===== src/rtl/hpdt_pkg.sv =====
// shared types, codes and decode functions for the hall position tracker
`timescale 1ns / 1ps
`default_nettype none
package hpdt_pkg;

  // position codes
  localparam logic [2:0] POS_UNKNOWN    = 3'd0;
  localparam logic [2:0] POS_TRANSITION = 3'd1;
  localparam logic [2:0] POS_HOME       = 3'd2;
  localparam logic [2:0] POS_DUMP       = 3'd3;
  localparam logic [2:0] POS_RETURN     = 3'd4;
  localparam logic [2:0] POS_INVALID    = 3'd5;

  // reached event codes
  localparam logic [1:0] EVT_NULL   = 2'd0;
  localparam logic [1:0] EVT_HOME   = 2'd1;
  localparam logic [1:0] EVT_DUMP   = 2'd2;
  localparam logic [1:0] EVT_RETURN = 2'd3;

  // cleaning phase codes
  localparam logic [1:0] PH_NONE   = 2'd0;
  localparam logic [1:0] PH_DUMP   = 2'd1;
  localparam logic [1:0] PH_RETURN = 2'd2;
  localparam logic [1:0] PH_HOME   = 2'd3;

  // sensor patterns: no bit or a single one-hot bit set
  localparam logic [2:0] HALL_NONE   = 3'b000;
  localparam logic [2:0] HALL_HOME   = 3'b001;
  localparam logic [2:0] HALL_DUMP   = 3'b010;
  localparam logic [2:0] HALL_RETURN = 3'b100;

  // register indexes
  localparam logic [1:0] CFG_PIN_POLARITY  = 2'd0;
  localparam logic [1:0] CFG_SAMPLE_PERIOD = 2'd1;
  localparam logic [1:0] CFG_SETTLE_PERIOD = 2'd2;

  // register reset values
  localparam logic        RST_PIN_POLARITY  = 1'b0;
  localparam logic [15:0] RST_SAMPLE_PERIOD = 16'd10;
  localparam logic [15:0] RST_SETTLE_PERIOD = 16'd20;

  typedef struct packed {
    logic        pin_polarity;
    logic [15:0] sample_period;
    logic [15:0] settle_period;
  } cfg_t;

  typedef struct packed {
    logic [31:0] now_tick;
    logic [2:0]  hall_levels;
    logic        is_cleaning;
    logic [1:0]  clean_phase;
    logic        waste_full;
    logic        protect;
  } item_t;

  typedef struct packed {
    logic [2:0] held_position;
    logic       stable_changed;
    logic [1:0] reached_event;
  } result_t;

  function automatic logic [2:0] decode_bits(input logic [2:0] bits);
    logic [2:0] pos;
    case (bits)
      HALL_NONE:   pos = POS_TRANSITION;
      HALL_HOME:   pos = POS_HOME;
      HALL_DUMP:   pos = POS_DUMP;
      HALL_RETURN: pos = POS_RETURN;
      default:     pos = POS_INVALID;
    endcase
    return pos;
  endfunction

  function automatic logic [2:0] phase_target(input logic [1:0] phase);
    logic [2:0] pos;
    case (phase)
      PH_DUMP:   pos = POS_DUMP;
      PH_RETURN: pos = POS_RETURN;
      PH_HOME:   pos = POS_HOME;
      default:   pos = POS_UNKNOWN;
    endcase
    return pos;
  endfunction

  function automatic logic [1:0] event_of(input logic [2:0] pos);
    logic [1:0] evt;
    case (pos)
      POS_HOME:   evt = EVT_HOME;
      POS_DUMP:   evt = EVT_DUMP;
      POS_RETURN: evt = EVT_RETURN;
      default:    evt = EVT_NULL;
    endcase
    return evt;
  endfunction

  // signed reading of a 32-bit tick difference below a 16-bit bound
  function automatic logic elapsed_below(input logic [31:0] diff, input logic [15:0] bound);
    return diff[31] || (diff < {16'd0, bound});
  endfunction

endpackage
`default_nettype wire


===== src/rtl/hpdt_config.sv =====
// configuration register file for the hall position tracker
`timescale 1ns / 1ps
`default_nettype none
module hpdt_config (
  input  wire logic             clk,
  input  wire logic             rst,
  input  wire logic             cfg_valid,
  output logic                  cfg_ready,
  input  wire logic [1:0]       cfg_index,
  input  wire logic [15:0]      cfg_data,
  output hpdt_pkg::cfg_t        cfg
);

  assign cfg_ready = 1'b1;

  always_ff @(posedge clk) begin
    if (rst) begin
      cfg.pin_polarity  <= hpdt_pkg::RST_PIN_POLARITY;
      cfg.sample_period <= hpdt_pkg::RST_SAMPLE_PERIOD;
      cfg.settle_period <= hpdt_pkg::RST_SETTLE_PERIOD;
    end else if (cfg_valid) begin
      case (cfg_index)
        hpdt_pkg::CFG_PIN_POLARITY:  cfg.pin_polarity  <= cfg_data[0];
        hpdt_pkg::CFG_SAMPLE_PERIOD: cfg.sample_period <= cfg_data;
        hpdt_pkg::CFG_SETTLE_PERIOD: cfg.settle_period <= cfg_data;
        default: ;
      endcase
    end
  end

endmodule
`default_nettype wire


===== src/rtl/hpdt_tracker.sv =====
// sampling, debounce and reached-event state with its single-pass update logic
`timescale 1ns / 1ps
`default_nettype none
module hpdt_tracker (
  input  wire logic           clk,
  input  wire logic           rst,
  input  wire logic           fire,
  input  wire hpdt_pkg::item_t item,
  input  wire hpdt_pkg::cfg_t cfg,
  output hpdt_pkg::result_t   result
);

  logic [31:0] last_sample_time;
  logic [31:0] candidate_start_time;
  logic [2:0]  candidate_pos;
  logic [2:0]  stable_pos;
  logic [1:0]  reported_phase;
  logic [2:0]  reported_pos;

  logic [31:0] last_sample_time_next;
  logic [31:0] candidate_start_time_next;
  logic [2:0]  candidate_pos_next;
  logic [2:0]  stable_pos_next;
  logic [1:0]  reported_phase_next;
  logic [2:0]  reported_pos_next;

  logic [31:0] samp_diff;
  logic [31:0] deb_diff;
  logic        skip;
  logic [2:0]  hot_bits;
  logic [2:0]  raw;
  logic        deb_done;
  logic        promote;
  logic [2:0]  target;
  logic [1:0]  evt;
  logic        hit;

  assign samp_diff   = item.now_tick - last_sample_time;
  assign deb_diff    = item.now_tick - candidate_start_time;
  assign skip        = (last_sample_time != 32'd0) && (cfg.sample_period != 16'd0) &&
                       hpdt_pkg::elapsed_below(samp_diff, cfg.sample_period);
  assign hot_bits    = ~(item.hall_levels ^ {3{cfg.pin_polarity}});
  assign raw         = hpdt_pkg::decode_bits(hot_bits);
  assign deb_done    = (cfg.settle_period == 16'd0) ||
                       !hpdt_pkg::elapsed_below(deb_diff, cfg.settle_period);
  assign promote     = !skip && (candidate_pos == raw) && (stable_pos != raw) && deb_done;

  assign last_sample_time_next     = skip ? last_sample_time : item.now_tick;
  assign candidate_pos_next        = skip ? candidate_pos : raw;
  assign candidate_start_time_next = (!skip && candidate_pos != raw) ? item.now_tick
                                                                     : candidate_start_time;
  assign stable_pos_next           = promote ? raw : stable_pos;

  assign target = hpdt_pkg::phase_target(item.clean_phase);
  assign evt    = hpdt_pkg::event_of(stable_pos_next);
  assign hit    = item.is_cleaning && !item.waste_full && !item.protect &&
                  (target != hpdt_pkg::POS_UNKNOWN) && (stable_pos_next == target) &&
                  (evt != hpdt_pkg::EVT_NULL) &&
                  !((reported_phase == item.clean_phase) && (reported_pos == stable_pos_next));

  assign reported_phase_next = !item.is_cleaning ? hpdt_pkg::PH_NONE :
                               hit ? item.clean_phase : reported_phase;
  assign reported_pos_next   = hit ? stable_pos_next : reported_pos;

  assign result.held_position  = stable_pos_next;
  assign result.stable_changed = promote;
  assign result.reached_event  = hit ? evt : hpdt_pkg::EVT_NULL;

  always_ff @(posedge clk) begin
    if (rst) begin
      last_sample_time     <= 32'd0;
      candidate_start_time <= 32'd0;
      candidate_pos        <= hpdt_pkg::POS_UNKNOWN;
      stable_pos           <= hpdt_pkg::POS_UNKNOWN;
      reported_phase       <= hpdt_pkg::PH_NONE;
      reported_pos         <= hpdt_pkg::POS_UNKNOWN;
    end else if (fire) begin
      last_sample_time     <= last_sample_time_next;
      candidate_start_time <= candidate_start_time_next;
      candidate_pos        <= candidate_pos_next;
      stable_pos           <= stable_pos_next;
      reported_phase       <= reported_phase_next;
      reported_pos         <= reported_pos_next;
    end
  end

endmodule
`default_nettype wire


===== src/rtl/hall_position_debounce_tracker_core.sv =====
// top level of the hall position debounce tracker: input stage, tracker, result stage
// a request accepted into the input register reaches the outputs through the tracker and the result register
// throughput: one request per cycle while out_ready stays high
// with a result stalled on out_ready the input stage takes one more request, then holds
// reset (rst, synchronous) empties both stages, clears the tracker state to
// unknown / never sampled, and loads pin polarity 0, sample period 10, settle period 20
`timescale 1ns / 1ps
`default_nettype none
module hall_position_debounce_tracker_core (
  input  wire logic        clk,
  input  wire logic        rst,
  // input request channel
  input  wire logic        in_valid,
  output logic             in_ready,
  input  wire logic [31:0] now_tick,
  input  wire logic [2:0]  hall_levels,
  input  wire logic        is_cleaning,
  input  wire logic [1:0]  clean_phase,
  input  wire logic        waste_full,
  input  wire logic        protect,
  // result channel
  output logic             out_valid,
  input  wire logic        out_ready,
  output logic [2:0]       held_position,
  output logic             stable_changed,
  output logic [1:0]       reached_event,
  // configuration write channel
  input  wire logic        cfg_valid,
  output logic             cfg_ready,
  input  wire logic [1:0]  cfg_index,
  input  wire logic [15:0] cfg_data
);

  hpdt_pkg::cfg_t    cfg;
  hpdt_pkg::item_t   item;
  hpdt_pkg::result_t result;

  logic item_valid;
  logic advance;
  logic fire;

  // the result stage can take a new value when empty or being drained
  assign advance  = !out_valid || out_ready;
  // the held request moves into the tracker and result stage together
  assign fire     = item_valid && advance;
  // input stage is free when empty or moving on this cycle
  assign in_ready = !item_valid || advance;

  hpdt_config u_config (
    .clk       (clk),
    .rst       (rst),
    .cfg_valid (cfg_valid),
    .cfg_ready (cfg_ready),
    .cfg_index (cfg_index),
    .cfg_data  (cfg_data),
    .cfg       (cfg)
  );

  // input register
  always_ff @(posedge clk) begin
    if (rst) begin
      item_valid <= 1'b0;
    end else if (in_ready) begin
      item_valid <= in_valid;
    end
  end

  always_ff @(posedge clk) begin
    if (in_valid && in_ready) begin
      item.now_tick    <= now_tick;
      item.hall_levels <= hall_levels;
      item.is_cleaning <= is_cleaning;
      item.clean_phase <= clean_phase;
      item.waste_full  <= waste_full;
      item.protect     <= protect;
    end
  end

  // sampling, debounce and event state, updated once per request
  hpdt_tracker u_tracker (
    .clk    (clk),
    .rst    (rst),
    .fire   (fire),
    .item   (item),
    .cfg    (cfg),
    .result (result)
  );

  // result register
  always_ff @(posedge clk) begin
    if (rst) begin
      out_valid <= 1'b0;
    end else if (advance) begin
      out_valid <= item_valid;
    end
  end

  always_ff @(posedge clk) begin
    if (fire) begin
      held_position  <= result.held_position;
      stable_changed <= result.stable_changed;
      reached_event  <= result.reached_event;
    end
  end

endmodule
`default_nettype wire


===== config.mk =====
export PLATFORM = sky130hd
export DESIGN_NAME = hall_position_debounce_tracker_core
export DESIGN_NICKNAME = d
export VERILOG_FILES = /design/src/rtl/hpdt_pkg.sv /design/src/rtl/hpdt_config.sv /design/src/rtl/hpdt_tracker.sv /design/src/rtl/hall_position_debounce_tracker_core.sv
export SDC_FILE = /design/constraint.sdc
export NUM_CORES = 1
export LEC_CHECK = 0
export ABC_AREA = 0
export ABC_CLOCK_PERIOD_IN_PS = 7000
export BUFFER_PORTS_ARGS = -buffer_cell sky130_fd_sc_hd__buf_2
export CORE_ASPECT_RATIO = 0.5
export CORE_MARGIN = 2
export CORE_UTILIZATION = 45
export DETAILED_ROUTE_END_ITERATION = 6
export PLACE_DENSITY_LB_ADDON = 0.05
export RECOVER_POWER = 50
export SYNTH_ARGS = -nofsm -noshare
export SYNTH_HDL_FRONTEND = slang
export SYNTH_SLANG_ARGS = --single-unit

===== constraint.sdc =====
create_clock -name clk -period 7 [get_ports clk]
set_clock_uncertainty 0.05 [all_clocks]
set_input_delay 0.35 -clock clk [delete_from_list [all_inputs] [get_ports clk]]
set_output_delay 0.35 -clock clk [all_outputs]
set_load 0.05 [all_outputs]

==> results by group, run 1 <==
Outcome
  • Status: complete, but fails checks
  • Failing checks: max-capacitance violations, max-slew violations

Layout
  • Fraction of layout cells with a size suffix above 1: 9.711%
  • Non-filler cells, final: around 1700
  • # diodes: 0
  • P&R area growth vs syn: 10.24%
  • Number of fill cells in the layout: about 2300
  • Nets@finish: about 1500
  • Most frequent cells in the layout: nor2_1 (142), nand2_1 (131), inv_1 (112)
  • Commonest non-fill, non-tap cell in the layout: nor2_1

Global routing
  • Initial antenna violation count: 0
  • Vias in the first global route: 8927
  • Total gr overflow: 0
  • First-pass GRT wire length: 49.65 mm
  • Largest net degree at the start of global routing: 68
  • GR Util All Layers: 25.38%

Timing
  • Slew @ Worst Pin: 3103 ps
  • RSZ-0062 raised after global routing: no
  • Hold Violations, Final: 0
  • Slew margin rel.: -106.9%
  • Pins Over Slew Limit: 151
  • Setup violators final: 0
  • Post-layout min period: 6242 ps
  • Setup TNS: 0 ps
  • Final worst-path cycle share: 89.17%
  • F_max: 160.2 MHz

Critical path
  • Critical-path top delay cell: edfxtp_1
  • Worst setup path class: flop to flop
  • Crit-path max FO: 9
  • Critical Path Sink Type: flop
  • Worst-path cell chain: ha_1, and4_4, nand3_1, a21oi_1, a2111oi_2, o21bai_1, xor2_1, ha_1, nand4_1, nor3_1, a22oi_1, nand4_1, nand4bb_1, or3_1, nor4_2, o2111ai_2, o211ai_4, mux2_4, o21a_4, o31ai_1, a21oi_1
  • Critical Path AT: 6440 ps
  • Largest stage delay, worst path: 500 ps
  • CP Launch Type: flop
  • CP Data Required Time: ~7000 ps

Logic synthesis
  • Post-synthesis register bit count: 156
  • Syn Area/Cell: between 8 and 9 sq um
  • Synthesized cell area: 10930 sq um
  • Post-Syn Instances: 1298
  • EDFF count, synth: 46
  • Top-area cell type share of the netlist area: 20.15%
  • Syn. warnings: 0
  • Dominant cell type by area after synthesis: dfxtp_1
  • Seq/Total Area, Yosys: 32.78%
  • Synth unique cells: 93
  • Asr flop ratio synth: 0%
  • Top FF cell, synth: dfxtp_1
  • Top post-synthesis cells by area: dfxtp_1 (20%), edfxtp_1 (13%), ha_1 (11%)
  • Syn nets: 1455

Route
  • DR vias: 9482
  • Total Wirelength: 31.70 mm
  • ANT nets after route: 0
  • Residual DRC count: 0
  • Drt wl/cell: 19.05 um
  • Via/cell ratio: 5.698
  • Starting DRT DRC Count: 628
  • Drt pass-1 iters: 5

Clock network
  • Root Driver: clkbuf_16
  • CTS max path bufs: 2
  • CTS Sinks: around 160
  • CTS H-tree lvls: 4
  • Post-CTS setup buffers: 0
  • Reg clk slew, reported paths: 70 ps
  • Num CTS Buffers: 17
  • Clock Latency Late Sink: 450 ps
  • CTS tree: yes

Place
  • Port bufs: 70
  • Dpl cells: 1630
  • Detailed placer's ending HPWL: ~25 mm
  • GPL Wtd Cong: 0.8804

Floorplan
  • Starting Density: roughly 46%
  • Die footprint: approximately 26000 sq um
  • Core area: between 20000 and 25000 sq um
  • Num rows: 40
  • IO Pins: 72
  • Die X: 224.4 um
  • Die Y: 114.2 um

Pwr
  • PwrDens: 235.0 nW/um^2
  • Maximum vdd drop: 0.0001989 V
  • Total chip power: 2.832 mW
  • P_leak: 4.478 nW

Run
  • Max-capacitance violation count: 3

Min path
  • Worst Hold Class: input port to flop
metrics by stage:
step | hold WS (ps) | utilization [%] | area [sq um] | setup slack, ps
2_1_floorplan | 398.9 | - | 10930 | 2095
3_3_place_gp | 412.7 | 47.83 | 11440 | 1009
3_5_place_dp | 412.3 | 47.83 | 11440 | 942.8
4_1_cts | 4.713 | 50.39 | 12060 | 895.1
5_1_grt | 1.248 | 50.37 | 12050 | 285.6
6_report | 20.41 | 50.37 | 12050 | 757.9
cell type report:
class	instances	area, sq um	area share, %
multi-input combinational	974	6673	55.37
inverter	113	424.2	3.520
clock buffer	17	425.4	3.530
sequential	156	3583	29.74
tap	315	394.1	3.271
timing repair buffer	74	364.1	3.021
clock inverter	15	186.4	1.547
registers in the layout (all words and copies together) (netlist names):
register / flops
u_tracker.reported_phase: 2
out_valid: 1
item: 40
u_config.cfg: 33
reached_event: 2
u_tracker.candidate_pos: 3
u_tracker.stable_pos: 3
item_valid: 1
u_tracker.reported_pos: 3
u_tracker.last_sample_time: 32
stable_changed: 1
held_position: 3
u_tracker.candidate_start_time: 32
worst paths after layout:
kind | start | end | slack [ps] | depth (start not counted)
setup / recovery | item[17] | u_tracker.reported_pos[2] | 760 | 21
hold / removal | clean_phase[0] | item[2] | 20 | 1
setup reg to reg | item[17] | u_tracker.reported_pos[2] | 760 | 21
hold reg to reg | u_config.cfg[10] | u_config.cfg[10] | 430 | 2
cells in the mapped netlist, types with 4 or more instances:
library cell and count:
o211ai_1 12, dfxtp_1 110, o21a_1 17, nand3b_1 4, nand2_1 131, o21ai_0 46, and2_1 10, inv_1 112
xnor2_1 30, a22oi_1 4, and3_1 6, o31ai_1 4, clkbuf_1 27, xor2_1 22, a211oi_2 4, a21o_1 15
a31oi_1 9, ha_1 92, nand4_1 31, nand2b_1 11, o21bai_1 6, edfxtp_1 46, nor4_1 21, o21ai_1 9
nor2_1 142, buf_4 4, mux2i_1 74, or3_1 6, a21oi_1 107, o2111ai_1 9, a21oi_2 5, a211oi_1 16
nor2b_1 9, nor3_1 15, buf_2 24, o22ai_1 5, nand3_1 23
kinds of logic after synthesis:
family	Yosys count	share of synthesized area, %
AO/OA/AOI/OAI	317	19.91
XOR/XNOR	52	4.167
adder cells (fa/ha/maj)	94	10.90
buffers and inverters	168	6.181
flip-flops	156	32.78
multiplexers	80	7.601
other	1	0.03431
AND/OR/NAND/NOR	430	18.43
layer usage:
metal	share of wire (%)	vias to the layer above	track usage, %
li1	-	4714	-
met1	50	4509	37.04
met2	42	235	37.69
met3	7.0	24	6.287
met4	0.98	0	5.607
met5	0	-	0
where the power goes:
part           internal, mW  switching [mW]
Combinational         0.321           0.503
Sequential            0.983          0.0461
Clock                 0.565           0.414
critical path, delay by kind of cell, from the launching register on:
kind | cells | cell delay [ps]
adders and majority gates | 2 | 740
xor gates and xnor gates | 1 | 220
and+or+nand+nor | 8 | 1690
AOI/OAI and AO/OA | 9 | 2460
muxes | 1 | 380
DFF | 1 | 500
timing repair:
action                                 4_1_cts  5_1_grt
hold buffers                                 0        2
gates resized for setup                      0        0
endpoints found under the hold margin        0        2
setup endpoints to repair                    0        0
Power figures use the tool's default switching activity.
==> inputs of run 2 (changes only) <==
--- a/config.mk
+++ b/config.mk
@@ -6,7 +6,7 @@
 export NUM_CORES = 1
 export LEC_CHECK = 0
 export ABC_AREA = 0
-export ABC_CLOCK_PERIOD_IN_PS = 7000
+export ABC_CLOCK_PERIOD_IN_PS = 8000
 export BUFFER_PORTS_ARGS = -buffer_cell sky130_fd_sc_hd__buf_2
 export CORE_ASPECT_RATIO = 0.5
 export CORE_MARGIN = 2
@@ -14,6 +14,7 @@
 export DETAILED_ROUTE_END_ITERATION = 6
 export PLACE_DENSITY_LB_ADDON = 0.05
 export RECOVER_POWER = 50
+export REMOVE_ABC_BUFFERS = 1
 export SYNTH_ARGS = -nofsm -noshare
 export SYNTH_HDL_FRONTEND = slang
 export SYNTH_SLANG_ARGS = --single-unit
==> constraint.sdc (replaced) <==
create_clock -name clk -period 8 [get_ports clk]
set_clock_uncertainty 0.05 [all_clocks]
set_input_delay 0.4 -clock clk [delete_from_list [all_inputs] [get_ports clk]]
set_output_delay 0.4 -clock clk [all_outputs]
set_load 0.05 [all_outputs]
==> run 2 against run 1 <==
  * The flow still finishes with violations (max-capacitance violations, max-slew violations)
  * Global-route usage is 0.19 points higher
  * Utilization shrank 0.40 points
  * Sequential share of layout area is 0.24 points higher
  * Critical path depth unchanged
  * Clock power decreased by 23%
  * Final cell count about the same
  * Sequential power fell by 13%
  * Critical endpoint is now u_tracker.candidate_start_time[25]
  * Non-clock buffer count shrank 2
  * Via count down 0.77%
==> results by group, run 2 (synthesized netlist as in run 1, its figures left out) <==
Outcome
  • Status: complete, but fails checks
  • Failing checks: max-capacitance violations, max-slew violations

Timing
  • RSZ-0062 raised after global routing: no
  • F_max: 163.3 MHz
  • Setup violators final: 0
  • Min setup slack post-route: roughly 1900 ps
  • Pins Over Slew Limit: 151
  • Hold Violations, Final: 0
  • Hold Slack: 81.46 ps
  • Final worst-path cycle share: 76.57%
  • Slew @ Worst Pin: 3090 ps
  • Setup TNS: 0 ps
  • Post-layout min period: 6125 ps
  • Slew margin rel.: -106.1%

Critical path
  • Worst path top cell family by delay: compound AO/OA/AOI/OAI gates
  • Critical-path top delay cell: a2111oi_2
  • Worst path bufs/invs: 0
  • Largest stage delay, worst path: 530 ps
  • CP Data Required Time: 8160 ps
  • Critical Path AT: 6280 ps
  • Worst-path cell chain: ha_1, nor2b_1, o2111ai_1, a21oi_1, a2111oi_2, o21bai_1, xor2_1, ha_1, nand4_1, nor3_1, a22oi_1, nand4_1, nand4bb_1, or3_1, nor4_2, o2111ai_2, o21ai_1, nor2_4, and2_2, mux2i_1, nor2_1
  • Critical Path Sink Type: flop
  • Crit-path max FO: 32
  • CP Launch Type: flop
  • Worst setup path class: flop to flop

Global routing
  • Vias in the first global route: 9026
  • First-pass GRT wire length: 50.36 mm
  • Initial antenna violation count: 0
  • Total gr overflow: 0
  • Largest net degree at the start of global routing: between 60 and 70
  • GR Util All Layers: 25.57%

Route
  • ANT nets after route: 0
  • Residual DRC count: 0
  • DR vias: 9409
  • Via/cell ratio: 5.658
  • Starting DRT DRC Count: 760
  • Total Wirelength: roughly 32 mm
  • Drt pass-1 iters: 5
  • Drt wl/cell: 19.05 um

Clock network
  • CTS Sinks: approximately 160
  • # resized after CTS: 0
  • Num CTS Buffers: 17
  • Root Driver: clkbuf_16
  • Clock Latency Late Sink: 440 ps
  • Reg clk slew, reported paths: 70 ps
  • CTS tree: yes
  • CTS max path bufs: 2
  • Post-CTS setup buffers: 0
  • Hold_buf cts: 0
  • CTS H-tree lvls: 4

Floorplan
  • Die footprint: ~26000 sq um
  • Die X: ~220 um
  • Core area: 23920 sq um
  • Starting Density: between 40% and 50%
  • Num rows: 40
  • IO Pins: 72
  • Die Y: 114.2 um

Layout
  • Number of fill cells in the layout: ~2400
  • Finished Core Util: around 50%
  • Fraction of layout cells with a size suffix above 1: 9.503%
  • Commonest non-fill, non-tap cell in the layout: nor2_1
  • Nets@finish: about 1500
  • Most flops, register: item
  • Most frequent cells in the layout: nor2_1 (142), nand2_1 (131), inv_1 (112)
  • Top flop regs: item: 40 flops, u_config.cfg: 33 flops
  • Max reg flops: 40
  • P&R area growth vs syn: 9.364%
  • Non-filler cells, final: 1663
  • Cell area after layout: 11950 sq um

Run
  • Max-capacitance violation count: 3

Place
  • Port bufs: 70
  • Placed instance area: approximately 11000 sq um
  • Detailed placer's ending HPWL: 25.01 mm
  • Dpl ws: 2100 ps
  • GPL Wtd Cong: 1.003
  • Dpl cells: ~1600

Pwr
  • Maximum vdd drop: 0.0001393 V
  • Total chip power: 2.380 mW
  • PwrDens: approximately 200 nW/um^2
  • P_leak: 4.449 nW

Min path
  • Worst Hold Class: input port to flop
[run 2: per-layer routing]
layer / vias up / part of all wire, % / GRT usage, %
met1: 4457 / 52 / 36.46
met5: - / 0 / 0
li1: 4717 / - / -
met2: 215 / 42 / 39.01
met4: 0 / 0.99 / 5.563
met3: 20 / 5.2 / 6.441
[run 2: cell type report]
type                    instances  area [sq um]  area share [%]
multi-input cells             974          6673           55.82
flip-flops and latches        156          3583           29.98
clock buffers                  19         442.9           3.705
inverters                     113         424.2           3.548
well taps                     315         394.1           3.297
repair buffers                 72         345.3           2.889
clock inverters                13         88.84          0.7431
diodes                          1         2.502         0.02093
[run 2: worst register-to-register path, delay by kind of cell, from the launching register on]
family	cells	cell delay (ps)
multiplexers	1	360
adder cells (fa/ha/maj)	2	630
AND/OR/NAND/NOR	10	1950
XOR/XNOR	1	180
flip-flops	1	510
AO/OA/AOI/OAI	7	2230
[run 2: path summary, 6_finish.rpt]
check                   startpoint                                  to  slack (ps)  cells past startpoint
setup / recovery           item[9]  u_tracker.candidate_start_time[25]        1870                     21
hold / removal             protect                             item[0]          80                      1
setup reg to reg           item[9]  u_tracker.candidate_start_time[25]        1870                     21
hold reg to reg   u_config.cfg[10]                    u_config.cfg[10]         430                      2
[run 2: where the power goes]
part	total (mW)	internal (mW)	switching, mW
combinational	0.730	0.282	0.448
clock	0.749	0.406	0.343
sequential	0.901	0.860	0.0403
total	2.38	1.55	0.832
==> inputs of run 3 (changes only) <==
--- a/config.mk
+++ b/config.mk
@@ -6,7 +6,7 @@
 export NUM_CORES = 1
 export LEC_CHECK = 0
 export ABC_AREA = 0
-export ABC_CLOCK_PERIOD_IN_PS = 8000
+export ABC_CLOCK_PERIOD_IN_PS = 5550
 export BUFFER_PORTS_ARGS = -buffer_cell sky130_fd_sc_hd__buf_2
 export CORE_ASPECT_RATIO = 0.5
 export CORE_MARGIN = 2
==> constraint.sdc (replaced) <==
create_clock -name clk -period 5.55 [get_ports clk]
set_clock_uncertainty 0.05 [all_clocks]
set_input_delay 0.2775 -clock clk [delete_from_list [all_inputs] [get_ports clk]]
set_output_delay 0.2775 -clock clk [all_outputs]
set_load 0.05 [all_outputs]
==> run 3 against run 2 <==
  * The flow still finishes with violations (max-capacitance violations, max-slew violations)
  * Final cell count increased by 3.7%
  * Utilization increased by 3.5 points
  * Critical endpoint is now reached_event[1]
  * Non-clock buffer count increased by 63
  * Sequential cell count unchanged
  * Worst setup slack got worse by 1600 ps
  * Global-route usage increased by 0.54 points
  * Register-to-register slack got worse by 1600 ps
==> results by group, run 3 (synthesized netlist as in run 1, its figures left out) <==
Layout
  • Nets@finish: 1554
  • Max reg flops: 40
  • Multi-input gate area: 6837 sq um
  • # diodes: 0
  • Number of fill cells in the layout: 2291
  • Fraction of layout cells with a size suffix above 1: 12.41%
  • Reg area: 3585 sq um
  • Commonest non-fill, non-tap cell in the layout: nor2_1
  • Cell area after layout: 12780 sq um
  • Most frequent cells in the layout: nor2_1 (142), nand2_1 (131), inv_1 (112)
  • P&R area growth vs syn: 16.95%
  • Top flop regs: item: 40 flops, u_config.cfg: 33 flops
  • Most flops, register: item

Min path
  • Worst Hold Class: input port to flop
  • WHS Path Cells: 3

Critical path
  • CP Depth: 23
  • Critical Path Sink Type: flop
  • Worst-path cell chain: inv_1, ha_1, fa_2, nand2b_4, a21oi_2, nor2_1, o21ai_0, xor2_1, ha_1, nand4_1, nor2_1, a211oi_1, o32ai_1, a2111o_1, or3_1, nor4_2, o2111ai_2, o211ai_4, buf_8, mux2_4, and3_4, nand2_1, a211oi_1
  • Worst path bufs/invs: 2
  • Worst path top cell family by delay: compound AO/OA/AOI/OAI gates
  • Reg2reg path depth: 23
  • Worst setup path class: flop to flop
  • Crit-path max FO: 7
  • CP Data Required Time: between 5000 and 6000 ps
  • CP Launch Type: flop
  • Largest stage delay, worst path: 370 ps
  • Critical-path top delay cell: edfxtp_1
  • Critical Path AT: 5470 ps

Route
  • Drt wl/cell: 19.01 um
  • Met2 WL: 14.18 mm
  • ANT nets after route: 0
  • Drt pass-1 iters: 5
  • DR vias: around 10000
  • Total Wirelength: roughly 33 mm
  • Top sig layer: met4
  • WL met1: 16.20 mm
  • Residual DRC count: 0
  • Met3 wire length: 1.802 mm
  • Via/cell ratio: 5.631
  • Starting DRT DRC Count: 815

Floorplan
  • Num rows: 40
  • IO Pins: 72
  • Core area: about 24000 sq um
  • Die Y: between 100 and 150 um
  • Die X: roughly 220 um
  • Starting Density: 45.69%
  • Die footprint: roughly 26000 sq um

Clock network
  • CTS H-tree lvls: 4
  • Clock Latency Late Sink: 450 ps
  • Num CTS Buffers: 17
  • CTS max path bufs: 2
  • CTS tree: yes
  • CTS Sinks: 156
  • Reg clk slew, reported paths: 70 ps
  • Root Driver: clkbuf_16

Timing
  • F_max: 187.8 MHz
  • Setup TNS: 0 ps
  • Hold Violations, Final: 0
  • Final worst-path cycle share: a little over nine tenths
  • Slew margin rel.: -129.2%
  • Hold Slack: 28.11 ps
  • Setup violators final: 0
  • Min setup slack post-route: 225.6 ps
  • Pins Over Slew Limit: 111
  • Slew @ Worst Pin: 3439 ps
  • Post-layout min period: 5324 ps
  • RSZ-0062 raised after global routing: no

Pwr
  • PwrDens: 285.2 nW/um^2
  • P_leak: 4.763 nW
  • Maximum vdd drop: 0.0001924 V
  • Total chip power: about 3.6 mW

Global routing
  • First-pass GRT wire length: approximately 51 mm
  • Vias in the first global route: 9256
  • GR Util All Layers: 26.11%
  • Total gr overflow: 0
  • Largest net degree at the start of global routing: 70
  • Initial antenna violation count: 0

Place
  • Placed instance area: 11580 sq um
  • Port bufs: 70
  • Detailed placer's ending HPWL: 24.98 mm
  • GPL Wtd Cong: 0.9554
  • Dpl ws: -63.81 ps

Outcome
  • Status: complete, but fails checks
  • Failing checks: max-capacitance violations, max-slew violations

Run
  • Max-capacitance violation count: 2
run 3: changes by cell type in the layout (fill, tap and decap cells not counted), moves of 3 or more:
cell | before | now
a21oi_1 | 107 | 102
ha_1 | 92 | 89
a21oi_2 | 5 | 9
dlygate4sd3_1 | 0 | 41
bufinv_16 | 0 | 3
clkbuf_1 | 15 | 18
buf_4 | 1 | 21
clkinv_1 | 4 | 1
run 3: cell type report:
cell class / count / share of cell area [%]
Sequential cell: 156 / 28.04
Clock inverter: 11 / 1.204
Multi-Input combinational cell: 974 / 53.48
Inverter: 113 / 3.318
Clock buffer: 21 / 3.524
Tap cell: 315 / 3.083
Timing Repair Buffer: 135 / 7.350
run 3: worst register-to-register path, cell delays in order, from the launching register on:
cell       delay [ps]
edfxtp_1          370
inv_1              70
ha_1              230
fa_2              360
nand2b_4          160
a21oi_2           200
nor2_1            100
o21ai_0           210
xor2_1            270
ha_1              280
nand4_1            90
nor2_1             60
a211oi_1          320
o32ai_1           160
a2111o_1          300
or3_1             320
nor4_2            170
o2111ai_2         180
o211ai_4          360
buf_8             200
mux2_4            310
and3_4            180
nand2_1            80
a211oi_1           50
run 3: worst paths after layout:
kind,endpoint,from,slack (ps)
max,reached_event[1],item[8],230
min,u_config.cfg[1],cfg_data[1],30
max reg2reg,reached_event[1],item[8],230
min reg2reg,u_config.cfg[10],u_config.cfg[10],430
run 3: what timing repair did:
| action | 4_1_cts | 5_1_grt |
|---|---|---|
| buffers inserted | 0 | 6 |
| endpoints found under the setup margin | 6 | 75 |
| pin swaps | 3 | 8 |
| hold endpoints to repair | 41 | 0 |
| hold buffers | 41 | 0 |
| resized for setup | 4 | 30 |
run 3: stage by stage:
stage	instances	util (%)
3_5_place_dp	1646	48.39
2_1_floorplan	1243	-
4_1_cts	1719	52.70
3_3_place_gp	1646	48.39
5_1_grt	1725	53.44
6_report	1725	53.44
run 3: report_power, final:
part	internal, mW	switching, mW
combinational	0.452	0.665
clock	0.726	0.505
sequential	1.24	0.0570
total	2.42	1.23
run 3: layer usage:
layer | vias to the layer above | global-route usage, %
met5 | - | 0
met4 | 0 | 8.079
met3 | 37 | 5.671
met2 | 242 | 39.96
met1 | 4593 | 36.85
li1 | 4842 | -
